## src/design/longest_ones_window_with_flips_defines.svh

```systemverilog
// Assertion macros for the longest-ones window block.
// Included by the FIFO and top-level modules; needs clk and rst in scope.
`ifndef LONGEST_ONES_WINDOW_WITH_FLIPS_DEFINES_SVH
`define LONGEST_ONES_WINDOW_WITH_FLIPS_DEFINES_SVH

`ifndef SYNTH
// same-cycle implication
`define LOWF_CHECK(lbl, ante, cons, msg) \
  lbl: assert property (@(posedge clk) disable iff (rst) (ante) |-> (cons)) else $error(msg);
// next-cycle implication
`define LOWF_CHECK_NEXT(lbl, ante, cons, msg) \
  lbl: assert property (@(posedge clk) disable iff (rst) (ante) |=> (cons)) else $error(msg);
`else
`define LOWF_CHECK(lbl, ante, cons, msg)
`define LOWF_CHECK_NEXT(lbl, ante, cons, msg)
`endif

`endif

```

## src/design/lowf_pkg.sv

```systemverilog
// Shared types for the longest-ones window block.
// No dependencies.
package lowf_pkg;

  // request from the front stage to the zero FIFO
  typedef struct packed {
    logic step;   // a transaction is accepted this cycle
    logic push;   // item is a zero inside the counted range
    logic clear;  // end of stream: drop all entries
  } fifo_ctl_t;

  // FIFO answer for the current transaction
  typedef struct packed {
    logic pop;    // budget exceeded, oldest zero leaves the window
    logic fwd;    // popped zero is the one pushed now (FIFO was empty)
  } fifo_stat_t;

endpackage

```

## src/design/lowf_ifs.sv

```systemverilog
// Valid/ready channel interfaces for the longest-ones window block.
// No dependencies.
interface lowf_bit_if;
  logic valid;
  logic ready;
  logic in_bit;
  logic in_last;

  modport source (output valid, output in_bit, output in_last, input ready);
  modport sink   (input valid, input in_bit, input in_last, output ready);
endinterface

interface lowf_result_if #(
  parameter int PosW = 17,
  parameter int IdxW = 16
);
  logic            valid;
  logic            ready;
  logic [PosW-1:0] best_start;
  logic [IdxW-1:0] best_end;
  logic [PosW-1:0] best_length;
  logic            overflow;

  modport source (output valid, output best_start, output best_end, output best_length,
                  output overflow, input ready);
  modport sink   (input valid, input best_start, input best_end, input best_length,
                  input overflow, output ready);
endinterface

```

## src/design/lowf_zero_fifo.sv

```systemverilog
// Zero-position FIFO: synchronous memory, pointers, occupancy and pop decision.
// Depends on lowf_pkg and longest_ones_window_with_flips_defines.svh.
`include "longest_ones_window_with_flips_defines.svh"

module lowf_zero_fifo import lowf_pkg::*; #(
  parameter int MAX_FLIPS = 255,
  parameter int IdxW      = 16
) (
  input  logic            clk,
  input  logic            rst,
  input  logic [7:0]      budget,
  input  fifo_ctl_t       ctl,
  input  logic [IdxW-1:0] wdata,
  output fifo_stat_t      stat,
  output logic [IdxW-1:0] rd_data
);

  localparam int Depth = MAX_FLIPS + 1;
  localparam int PtrW  = $clog2(Depth);
  localparam int CntW  = $clog2(Depth + 1);
  localparam int CmpW  = (CntW > 8) ? CntW : 8;

  logic [IdxW-1:0] mem [Depth];
  logic [PtrW-1:0] head;
  logic [PtrW-1:0] tail;
  logic [CntW-1:0] cnt;

  logic [PtrW-1:0] head_next;
  logic [PtrW-1:0] tail_next;
  logic [CmpW-1:0] eff_budget;
  logic [CmpW-1:0] cnt_inc;

  assign head_next = (head == PtrW'(Depth - 1)) ? '0 : head + 1'b1;
  assign tail_next = (tail == PtrW'(Depth - 1)) ? '0 : tail + 1'b1;

  // budget saturates at MAX_FLIPS, one below the FIFO memory depth
  assign eff_budget = (CmpW'(budget) > CmpW'(MAX_FLIPS)) ? CmpW'(MAX_FLIPS) : CmpW'(budget);
  assign cnt_inc    = CmpW'(cnt) + CmpW'(1);

  assign stat.pop = ctl.push && (cnt_inc > eff_budget);
  assign stat.fwd = (cnt == '0);

  always_ff @(posedge clk) begin
    if (rst) begin
      head <= '0;
      tail <= '0;
      cnt  <= '0;
    end else if (ctl.step) begin
      if (ctl.clear) begin
        head <= '0;
        tail <= '0;
        cnt  <= '0;
      end else if (ctl.push) begin
        tail <= tail_next;
        if (stat.pop) begin
          head <= head_next;
        end else begin
          cnt <= cnt + 1'b1;
        end
      end
    end
  end

  // write at tail, read at head; same entry only when empty, covered by fwd
  always_ff @(posedge clk) begin
    if (ctl.step && ctl.push) begin
      mem[tail] <= wdata;
    end
  end

  always_ff @(posedge clk) begin
    if (ctl.step) begin
      rd_data <= mem[head];
    end
  end

  `LOWF_CHECK(a_cnt_bound, 1'b1, cnt <= CntW'(MAX_FLIPS), "zero count above capacity")
  `LOWF_CHECK(a_fwd_pop, ctl.step && stat.fwd && stat.pop, ctl.push, "forward without push")
  `LOWF_CHECK(a_pop_push, stat.pop, ctl.push, "pop without push")
  `LOWF_CHECK_NEXT(a_clear, ctl.step && ctl.clear, (cnt == '0) && (head == tail),
                   "FIFO not empty after end of stream")

endmodule

```

## src/design/longest_ones_window_with_flips.sv

```systemverilog
// Top level: longest run of ones with up to flip_budget zeros flipped.
// Depends on lowf_pkg, lowf_ifs, lowf_zero_fifo and the defines header.
//
//  channel  | dir | handshake      | payload
//  ---------+-----+----------------+------------------------------------------
//  bits     | in  | valid/ready    | in_bit, in_last
//  result   | out | valid/ready    | best_start, best_end, best_length, overflow
//  cfg      | in  | cfg_wen        | cfg_wdata -> flip_budget
//
// One transaction per cycle, back to back, unless stalled. A result is registered
// once the transaction that carries in_last passes FIFO read, then window update.
// The only stall: a second end-of-stream item reaches the update stage while
// the previous result is still unaccepted; bits.ready drops until it is taken.
// Reset is synchronous; the FIFO memory is not cleared (entries read only
// after being written). flip_budget resets to 0.
`include "longest_ones_window_with_flips_defines.svh"

module longest_ones_window_with_flips import lowf_pkg::*; #(
  parameter int MAX_FLIPS = 255,
  parameter int MAX_LEN   = 65536
) (
  input  logic                 clk,
  input  logic                 rst,
  input  logic                 cfg_wen,
  input  logic [7:0]           cfg_wdata,
  lowf_bit_if.sink             bits,
  lowf_result_if.source        result
);

  localparam int PosW = $clog2(MAX_LEN + 1);   // position counter, saturates at MAX_LEN
  localparam int IdxW = $clog2(MAX_LEN);       // index of an item in range

  // ---------------- configuration ----------------
  logic [7:0] flip_budget;

  always_ff @(posedge clk) begin
    if (rst) begin
      flip_budget <= '0;
    end else if (cfg_wen) begin
      flip_budget <= cfg_wdata;
    end
  end

  // ---------------- stage 1: position and FIFO push/pop ----------------
  logic            accept;
  logic            stall;
  logic            active;
  logic [PosW-1:0] position;
  logic            overflowed;

  fifo_ctl_t       fctl;
  fifo_stat_t      fstat;
  logic [IdxW-1:0] rd_data;

  assign accept = bits.valid && bits.ready;
  assign active = position < PosW'(MAX_LEN);   // items past MAX_LEN only flag overflow

  assign fctl.step  = accept;
  assign fctl.push  = active && !bits.in_bit;
  assign fctl.clear = bits.in_last;

  lowf_zero_fifo #(
    .MAX_FLIPS (MAX_FLIPS),
    .IdxW      (IdxW)
  ) u_fifo (
    .clk     (clk),
    .rst     (rst),
    .budget  (flip_budget),
    .ctl     (fctl),
    .wdata   (position[IdxW-1:0]),
    .stat    (fstat),
    .rd_data (rd_data)
  );

  always_ff @(posedge clk) begin
    if (rst) begin
      position   <= '0;
      overflowed <= 1'b0;
    end else if (accept) begin
      if (bits.in_last) begin
        position   <= '0;
        overflowed <= 1'b0;
      end else if (active) begin
        position <= position + 1'b1;
      end else begin
        overflowed <= 1'b1;
      end
    end
  end

  // stage 1 -> stage 2 register; rd_data arrives alongside
  logic            s2_valid;
  logic [PosW-1:0] s2_pos;
  logic            s2_active;
  logic            s2_pop;
  logic            s2_fwd;
  logic            s2_last;
  logic            s2_ovf;

  always_ff @(posedge clk) begin
    if (rst) begin
      s2_valid <= 1'b0;
    end else if (accept) begin
      s2_valid <= 1'b1;
    end else if (!stall) begin
      s2_valid <= 1'b0;
    end
  end

  always_ff @(posedge clk) begin
    if (accept) begin
      s2_pos    <= position;
      s2_active <= active;
      s2_pop    <= fstat.pop;
      s2_fwd    <= fstat.fwd;
      s2_last   <= bits.in_last;
      s2_ovf    <= overflowed || !active;
    end
  end

  // ---------------- stage 2: window start and best tracking ----------------
  logic            adv;
  logic [PosW-1:0] window_start;
  logic [PosW-1:0] longest;
  logic [PosW-1:0] longest_start;
  logic [IdxW-1:0] longest_end;
  logic            have_any;

  logic [PosW-1:0] oldest;
  logic [PosW-1:0] ws;
  logic [PosW-1:0] len;
  logic            better;

  // oldest zero: the just-pushed one when the FIFO was empty, else memory
  assign oldest = s2_fwd ? s2_pos : PosW'(rd_data);
  assign ws     = s2_pop ? oldest + 1'b1 : window_start;
  assign len    = s2_pos + 1'b1 - ws;
  // strict compare keeps the earliest window on ties; first item always taken
  assign better = s2_active && (!have_any || (len > longest));

  assign stall      = s2_valid && s2_last && result.valid && !result.ready;
  assign adv        = s2_valid && !stall;
  assign bits.ready = !stall;

  always_ff @(posedge clk) begin
    if (rst) begin
      window_start  <= '0;
      longest       <= '0;
      longest_start <= '0;
      longest_end   <= '0;
      have_any      <= 1'b0;
    end else if (adv) begin
      if (s2_last) begin
        window_start  <= '0;
        longest       <= '0;
        longest_start <= '0;
        longest_end   <= '0;
        have_any      <= 1'b0;
      end else if (s2_active) begin
        window_start <= ws;
        if (better) begin
          have_any      <= 1'b1;
          longest       <= len;
          longest_start <= ws;
          longest_end   <= s2_pos[IdxW-1:0];
        end
      end
    end
  end

  // ---------------- output register ----------------
  logic            res_valid;
  logic [PosW-1:0] res_start;
  logic [IdxW-1:0] res_end;
  logic [PosW-1:0] res_len;
  logic            res_ovf;

  always_ff @(posedge clk) begin
    if (rst) begin
      res_valid <= 1'b0;
    end else if (adv && s2_last) begin
      res_valid <= 1'b1;
    end else if (result.ready) begin
      res_valid <= 1'b0;
    end
  end

  always_ff @(posedge clk) begin
    if (adv && s2_last) begin
      res_start <= better ? ws : longest_start;
      res_end   <= better ? s2_pos[IdxW-1:0] : longest_end;
      res_len   <= better ? len : longest;
      res_ovf   <= s2_ovf;
    end
  end

  assign result.valid       = res_valid;
  assign result.best_start  = res_start;
  assign result.best_end    = res_end;
  assign result.best_length = res_len;
  assign result.overflow    = res_ovf;

  `LOWF_CHECK_NEXT(a_result_load, adv && s2_last, result.valid,
                   "end of stream did not produce a result")
  `LOWF_CHECK(a_empty_best, !have_any, longest == '0, "best length set without a window")
  `LOWF_CHECK(a_start_bound, 1'b1, window_start <= PosW'(MAX_LEN),
              "window start past stream limit")

endmodule

```

## src/flat_wrapper.sv

```systemverilog
// flat-port wrapper written by rule: the top's interface ports become plain ports
module longest_ones_window_with_flips_flat import lowf_pkg::*;
#(
  parameter int MAX_FLIPS = 255,
  parameter int MAX_LEN   = 65536
)
  (clk, rst, cfg_wen, cfg_wdata, bits_valid, bits_in_bit, bits_in_last, bits_ready, result_valid, result_best_start, result_best_end, result_best_length, result_overflow, result_ready);
  lowf_bit_if bits_i ();
  lowf_result_if #(.PosW(17), .IdxW(16)) result_i ();
  input  logic clk;
  input  logic rst;
  input  logic cfg_wen;
  input  logic [7:0] cfg_wdata;
  input wire logic [$bits(bits_i.valid)-1:0] bits_valid;
  input wire logic [$bits(bits_i.in_bit)-1:0] bits_in_bit;
  input wire logic [$bits(bits_i.in_last)-1:0] bits_in_last;
  output wire logic [$bits(bits_i.ready)-1:0] bits_ready;
  output wire logic [$bits(result_i.valid)-1:0] result_valid;
  output wire logic [$bits(result_i.best_start)-1:0] result_best_start;
  output wire logic [$bits(result_i.best_end)-1:0] result_best_end;
  output wire logic [$bits(result_i.best_length)-1:0] result_best_length;
  output wire logic [$bits(result_i.overflow)-1:0] result_overflow;
  input wire logic [$bits(result_i.ready)-1:0] result_ready;
  assign bits_i.valid = bits_valid;
  assign bits_i.in_bit = bits_in_bit;
  assign bits_i.in_last = bits_in_last;
  assign bits_ready = bits_i.ready;
  assign result_valid = result_i.valid;
  assign result_best_start = result_i.best_start;
  assign result_best_end = result_i.best_end;
  assign result_best_length = result_i.best_length;
  assign result_overflow = result_i.overflow;
  assign result_i.ready = result_ready;
  longest_ones_window_with_flips #(.MAX_FLIPS(MAX_FLIPS), .MAX_LEN(MAX_LEN)) u_core (.clk(clk), .rst(rst), .cfg_wen(cfg_wen), .cfg_wdata(cfg_wdata), .bits(bits_i), .result(result_i));
endmodule
```

## config.mk

```make
export PLATFORM = sky130hd
export DESIGN_NAME = longest_ones_window_with_flips_flat
export DESIGN_NICKNAME = d
export VERILOG_FILES = /design/src/design/lowf_pkg.sv /design/src/design/lowf_ifs.sv /design/src/design/lowf_zero_fifo.sv /design/src/design/longest_ones_window_with_flips.sv /design/src/flat_wrapper.sv
export VERILOG_INCLUDE_DIRS = /design/src /design/src/design
export SDC_FILE = /design/constraint.sdc
export NUM_CORES = 2
export LEC_CHECK = 0
export ABC_CLOCK_PERIOD_IN_PS = 20100
export BUFFER_PORTS_ARGS = -buffer_cell sky130_fd_sc_hd__buf_2
export CAP_MARGIN = 10
export CORE_MARGIN = 2
export CORE_UTILIZATION = 25
export CTS_CLUSTER_SIZE = 30
export DETAILED_ROUTE_END_ITERATION = 10
export PLACE_DENSITY_LB_ADDON = 0.15
export SLEW_MARGIN = 20
export SYNTH_ARGS = -nofsm -noshare
export SYNTH_HDL_FRONTEND = slang
export SYNTH_SLANG_ARGS = --single-unit
```

## constraint.sdc

```tcl
create_clock -name clk -period 20.1 [get_ports clk]
set_input_delay 4.02 -clock clk [delete_from_list [all_inputs] [get_ports clk]]
set_output_delay 4.02 -clock clk [all_outputs]
set_load 0.05 [all_outputs]
```

**Yosys cells after proc, flatten, opt, wreduce, memory -nomap -nowiden**

Memory sizes are Yosys's and may differ from the RTL's. A register that Yosys moved wholly into a read port is not among the register bits.
Cells that the tools add are included.

- Add/subtract/negate cells: 7
- Multipliers: 0
- Div/mod/pow operators: 0
- $lt $le $gt $ge: 3
- Equality and inequality tests: 5
- Shift operators: 0
- Multiplexer cells: 36
- Bitwise gates (word level): 0
- Reduce and logical (&&, ||, !) cells: 31

Operators with widths:

| cell | count |
|---|---|
| $mux W17 | 12 |
| $mux W8 | 7 |
| $add A17 B1 Y17 const B | 3 |
| $mux W16 | 3 |
| $mux W9 | 3 |
| $gt A17 B17 Y1 | 1 |
| $lt A17 B17 Y1 const B | 1 |
| $sub A17 B17 Y17 | 1 |
| $add A8 B1 Y8 const B | 2 |
| $eq A8 B8 Y1 const B | 2 |
| $reduce_bool A2 Y1 | 6 |
| $mux W1 | 11 |
| $logic_and A1 B1 Y1 | 10 |
| $add A9 B1 Y9 const B | 1 |
| $gt A9 B8 Y1 | 1 |
| $logic_not A9 Y1 | 1 |
| $reduce_and A3 Y1 | 3 |
| $reduce_and A2 Y1 | 4 |
| $logic_not A1 Y1 | 5 |
| $ne A2 B2 Y1 const B | 2 |
| $logic_or A1 B1 Y1 | 2 |
| $ne A2 B1 Y1 const B | 1 |

- Bits in registers: 194
- Bits in latches: 0
- RAM bits: 4096
- ROM bits: 0
- Output and inout bits: 53
- Logic and storage cells: 106
- Memories kept: 1

Memory list:

| memory | words | bits a word | read ports | clocked after Yosys merged registers in | wr ports | RTL line | RTL |
|---|---|---|---|---|---|---|---|
| u_core.u_fifo.mem | 256 | 16 | 1 | 1 | 1 | lowf_zero_fifo.sv:23 | `logic [IdxW-1:0] mem [Depth];` |

**Logic depth before layout (Yosys ltp)**

- Depth in word-level cells: 10
- Depth in mapped cells: 30
- Gate-level depth less buffers: 24

**Modules after synthesis**

A second synthesis with hierarchy kept.

- Cells, all modules: 8242
- Area total of the unflattened synthesis: 167673.3 um^2

By module, submodules not included:

| module | instances | cells each | area each (um^2) | sequential area each (um^2) |
|---|---|---|---|---|
| lowf_zero_fifo | 1 | 7469 | 159411.6 | 123978.9 |
| longest_ones_window_with_flips | 1 | 773 | 8261.7 | 4113.9 |

**Worst setup path after synthesis**

No wires, ideal clock.

- Path kind: in2out
- Start point: in result_ready
- End point: out bits_ready
- Data arrival time: 4.625 ns
- Required time: 16.080 ns
- Slack: 11.455 ns
- Stages: 1
- Buffers on the path: 0
- Path through: nand4b_1

- Word-level cells in the longest chain between the ends: 3

RTL lines:

| what | RTL line | RTL |
|---|---|---|
| start, declared | flat_wrapper.sv:23 | `input wire logic [$bits(result_i.ready)-1:0] result_ready;` |
| $logic_not A1 Y1 | longest_ones_window_with_flips.sv:141 | `assign stall = s2_valid && s2_last && result.valid && !result.ready;` |
| $logic_and A1 B1 Y1 | longest_ones_window_with_flips.sv:141 |  |
| $logic_not A1 Y1 | -- |  |
| end, declared | flat_wrapper.sv:17 | `output wire logic [$bits(bits_i.ready)-1:0] bits_ready;` |

No other way between the ends.

**Final worst setup path**

Ends and elaborated chain as after synthesis.

==> flow_metrics.env <==
export IMPL_status="finished, final reports clean"
export IMPL_antenna_found_initial=42
export IMPL_grt_pass1_vias=80100
export IMPL_coreArea_um2=666000
export IMPL_drive_gt1_share_pct=31.9
export IMPL_avgSynthCellArea_um2=23.0
export IMPL_cp_slowest_cell="buf_2"
export IMPL_hpwl_um=312000
export IMPL_synthArstFlopShare_pct=0
export IMPL_p_leak_nw=65.3
export IMPL_rows=300
export IMPL_yosysWarnings=0
export IMPL_cpMostUsedCell="buf_2"
export IMPL_hold_class="flip-flop to flip-flop"
export IMPL_via_per_inst=4.60
export IMPL_grt_setup_unrepaired="false"
export IMPL_detail_route_iter0_violations=7953
export IMPL_setup_violations=0
export IMPL_critPathKind="primary input to primary output"
export IMPL_track_usage_pct=14.9
export IMPL_arrival_ps=4700
export IMPL_start_kind="primary input"
export IMPL_ys_seq_elements=4306
export IMPL_nFillCells=64500
export IMPL_syn_inst=7269
export IMPL_synth_edff_count=4185
export IMPL_required_ps=16080
export IMPL_clock_sinks=4306
export IMPL_maxCapViolations=0
export IMPL_wirelength_um=515000
export IMPL_tritoncts="built"
export IMPL_synth_most_common_cell="edfxtp_1"
export IMPL_ir_worst_vdd_uv=74.3
export IMPL_fin_cells=17000
export IMPL_fin_util_pct=29.2
export IMPL_port_buffers=67
export IMPL_ant_nets=0
export IMPL_ys_seq_area_share_pct=76.8
export IMPL_post_cts_setup_buffer_count=0
export IMPL_syn_nets=7340
export IMPL_place_area_um2=179000
export IMPL_yosysTopAreaCellShare_pct=75.3
export IMPL_ctsHoldBuffers=0
export IMPL_cts_root_buf="clkbuf_16"
export IMPL_finalClockSkew_ps=57.1
export IMPL_gp_congestion=0.782
export IMPL_dp_cells=16100
export IMPL_fmax_mhz=115
export IMPL_yosys_cell_types_count=69
export IMPL_insertion_delay_ps=1050
export IMPL_timing_hold_ws_ps=459
export IMPL_ys_dominant_reg_cell="edfxtp_1"
export IMPL_grt_max_degree=154
export IMPL_crit_chain="buf_2 -> nand4b_1 -> buf_2"
export IMPL_firstDrtPassIters=6
export IMPL_routedWlPerCell_um=30.4
export IMPL_crit_fanout=4
export IMPL_ctsResizeCount=0
export IMPL_maxSlewHeadroom_pct=14.3
export IMPL_hold_viol=0
export IMPL_dieArea_um2=674000
export IMPL_netlist_area_um2=167000
export IMPL_die_w_um=821
export IMPL_numCtsBuffers=458
export IMPL_critPathMaxStageDelay_ps=290
export IMPL_maxSlewViolCount=0
export IMPL_drcViolationCount=0
export IMPL_final_area_um2=194000
export IMPL_htree_levels=5
export IMPL_synth_area_leaders="edfxtp_1, mux4_2, dfxtp_1"
export IMPL_worstMarginPinSlew_ps=1290
export IMPL_num_nets_final=7724
export IMPL_period_needed_ps=8720
export IMPL_design_portCount=68
export IMPL_gr_total_overflow=0
export IMPL_setup_tns_final_ps=0
export IMPL_synth_commonest_cells="edfxtp_1, mux4_2, nor2_1"
export IMPL_cp_end_kind="primary output"
export IMPL_power_density_nw_per_um2=95.6
export IMPL_syn_to_final_growth_pct=16.4
export IMPL_vias=78100
export IMPL_grt_pass1_wl_um=700000
export IMPL_clock_path_buffers=4
export IMPL_start_util_pct=25.0
export IMPL_clk_pin_slew_ps=60
export IMPL_synth_top_cell_by_area="edfxtp_1"
export IMPL_die_h_um=821
export IMPL_timing_final_crit_share_pct=43.4
[layer usage]
metal	wire (um)	share of wire, %	track usage (%)	vias to the layer above
li1	-	-	-	31800
met1	233000	45	21.1	43500
met2	246000	48	24.4	2238
met3	25200	4.9	2.01	541
met4	11300	2.2	3.07	0
met5	0	0	0	-
[critical path: cells and delay by family]
kind	cells	cell delay, ps
AND/OR/NAND/NOR	1	270
buffers and inverters	2	410
[cells by family after synthesis]
logic type | Yosys count | synth area share, %
flip-flops | 4306 | 76.8
multiplexers | 1383 | 17.8
AND/OR/NAND/NOR | 637 | 1.70
buffers and inverters | 452 | 1.32
AO/OA/AOI/OAI | 378 | 1.66
XOR/XNOR | 57 | 0.299
adder cells (fa/ha/maj) | 56 | 0.424
[final timing paths]
path,start,to,slack [ps],depth (start not counted)
worst max-delay path,result_ready,bits_ready,11380,3
worst min-delay path,u_core.window_start[7],u_core.window_start[7],460,2
worst max register to register,u_core.s2_fwd,u_core.longest_end[0],12240,21
worst min register to register,u_core.window_start[7],u_core.window_start[7],460,2
[placed cells by master (no fill, tap or decap), drive strengths merged, types with 7 or more instances in the layout]
cell type | netlist | routed
a211oi | 11 | 11
a21o | 11 | 11
a21oi | 60 | 60
a221oi | 28 | 28
a22o | 74 | 74
a22oi | 45 | 45
a31oi | 11 | 11
and2 | 8 | 8
and3 | 15 | 15
buf | 222 | 316
bufinv | 0 | 49
clkbuf | 172 | 565
clkinv | 1 | 197
clkinvlp | 0 | 28
dfxtp | 121 | 121
diode | 0 | 12
edfxtp | 4185 | 4185
ha | 55 | 55
inv | 57 | 71
mux2 | 57 | 57
mux2i | 59 | 59
mux4 | 1267 | 1267
nand2 | 102 | 102
nand2b | 16 | 16
nand3 | 37 | 37
nand3b | 8 | 8
nand4 | 30 | 30
nand4b | 7 | 7
nor2 | 352 | 352
nor2b | 13 | 13
nor3 | 16 | 16
o21a | 10 | 10
o21ai | 48 | 48
o221ai | 23 | 23
o22ai | 8 | 8
or2 | 7 | 7
or3 | 12 | 12
xnor2 | 30 | 30
xor2 | 27 | 27
[final cells by class]
class / instances / area (um^2) / share of cell area, %
Tap cell: 8909 / 11100 / 5.74
Multi-Input combinational cell: 2511 / 37300 / 19.2
Sequential cell: 4306 / 128000 / 66.0
Antenna cell: 12 / 30.0 / 0.0155
Clock inverter: 287 / 2810 / 1.44
Inverter: 58 / 223 / 0.115
Clock buffer: 563 / 12100 / 6.25
Timing Repair Buffer: 318 / 2430 / 1.25
[where the power goes]
part,internal (mW),leakage (nW),switching (mW),total (mW)
Sequential,9.73,47.0,0.0157,9.75
Combinational,0.110,11.1,0.203,0.313
Clock,4.90,7.27,3.61,8.51
[per-stage QoR]
stage / total power [mW] / setup WS (ps)
floorplan: 10.2 / 11450
global placement: 10.3 / 11050
detailed placement: 10.3 / 10920
CTS: 18.8 / 11380
global route: 19.1 / 11330
finish: 18.6 / 11380
[sequential cells by signal, summed over array words and instances (netlist names), 17 cells and up]
signal / count
u_core.longest_start: 17
u_core.result.best_start: 17
u_core.result.best_length: 17
u_core.u_fifo.mem: 4096
u_core.s2_pos: 17
u_core.window_start: 17
u_core.position: 17
u_core.longest: 17
No activity file was read; power rests on OpenSTA's default activity.
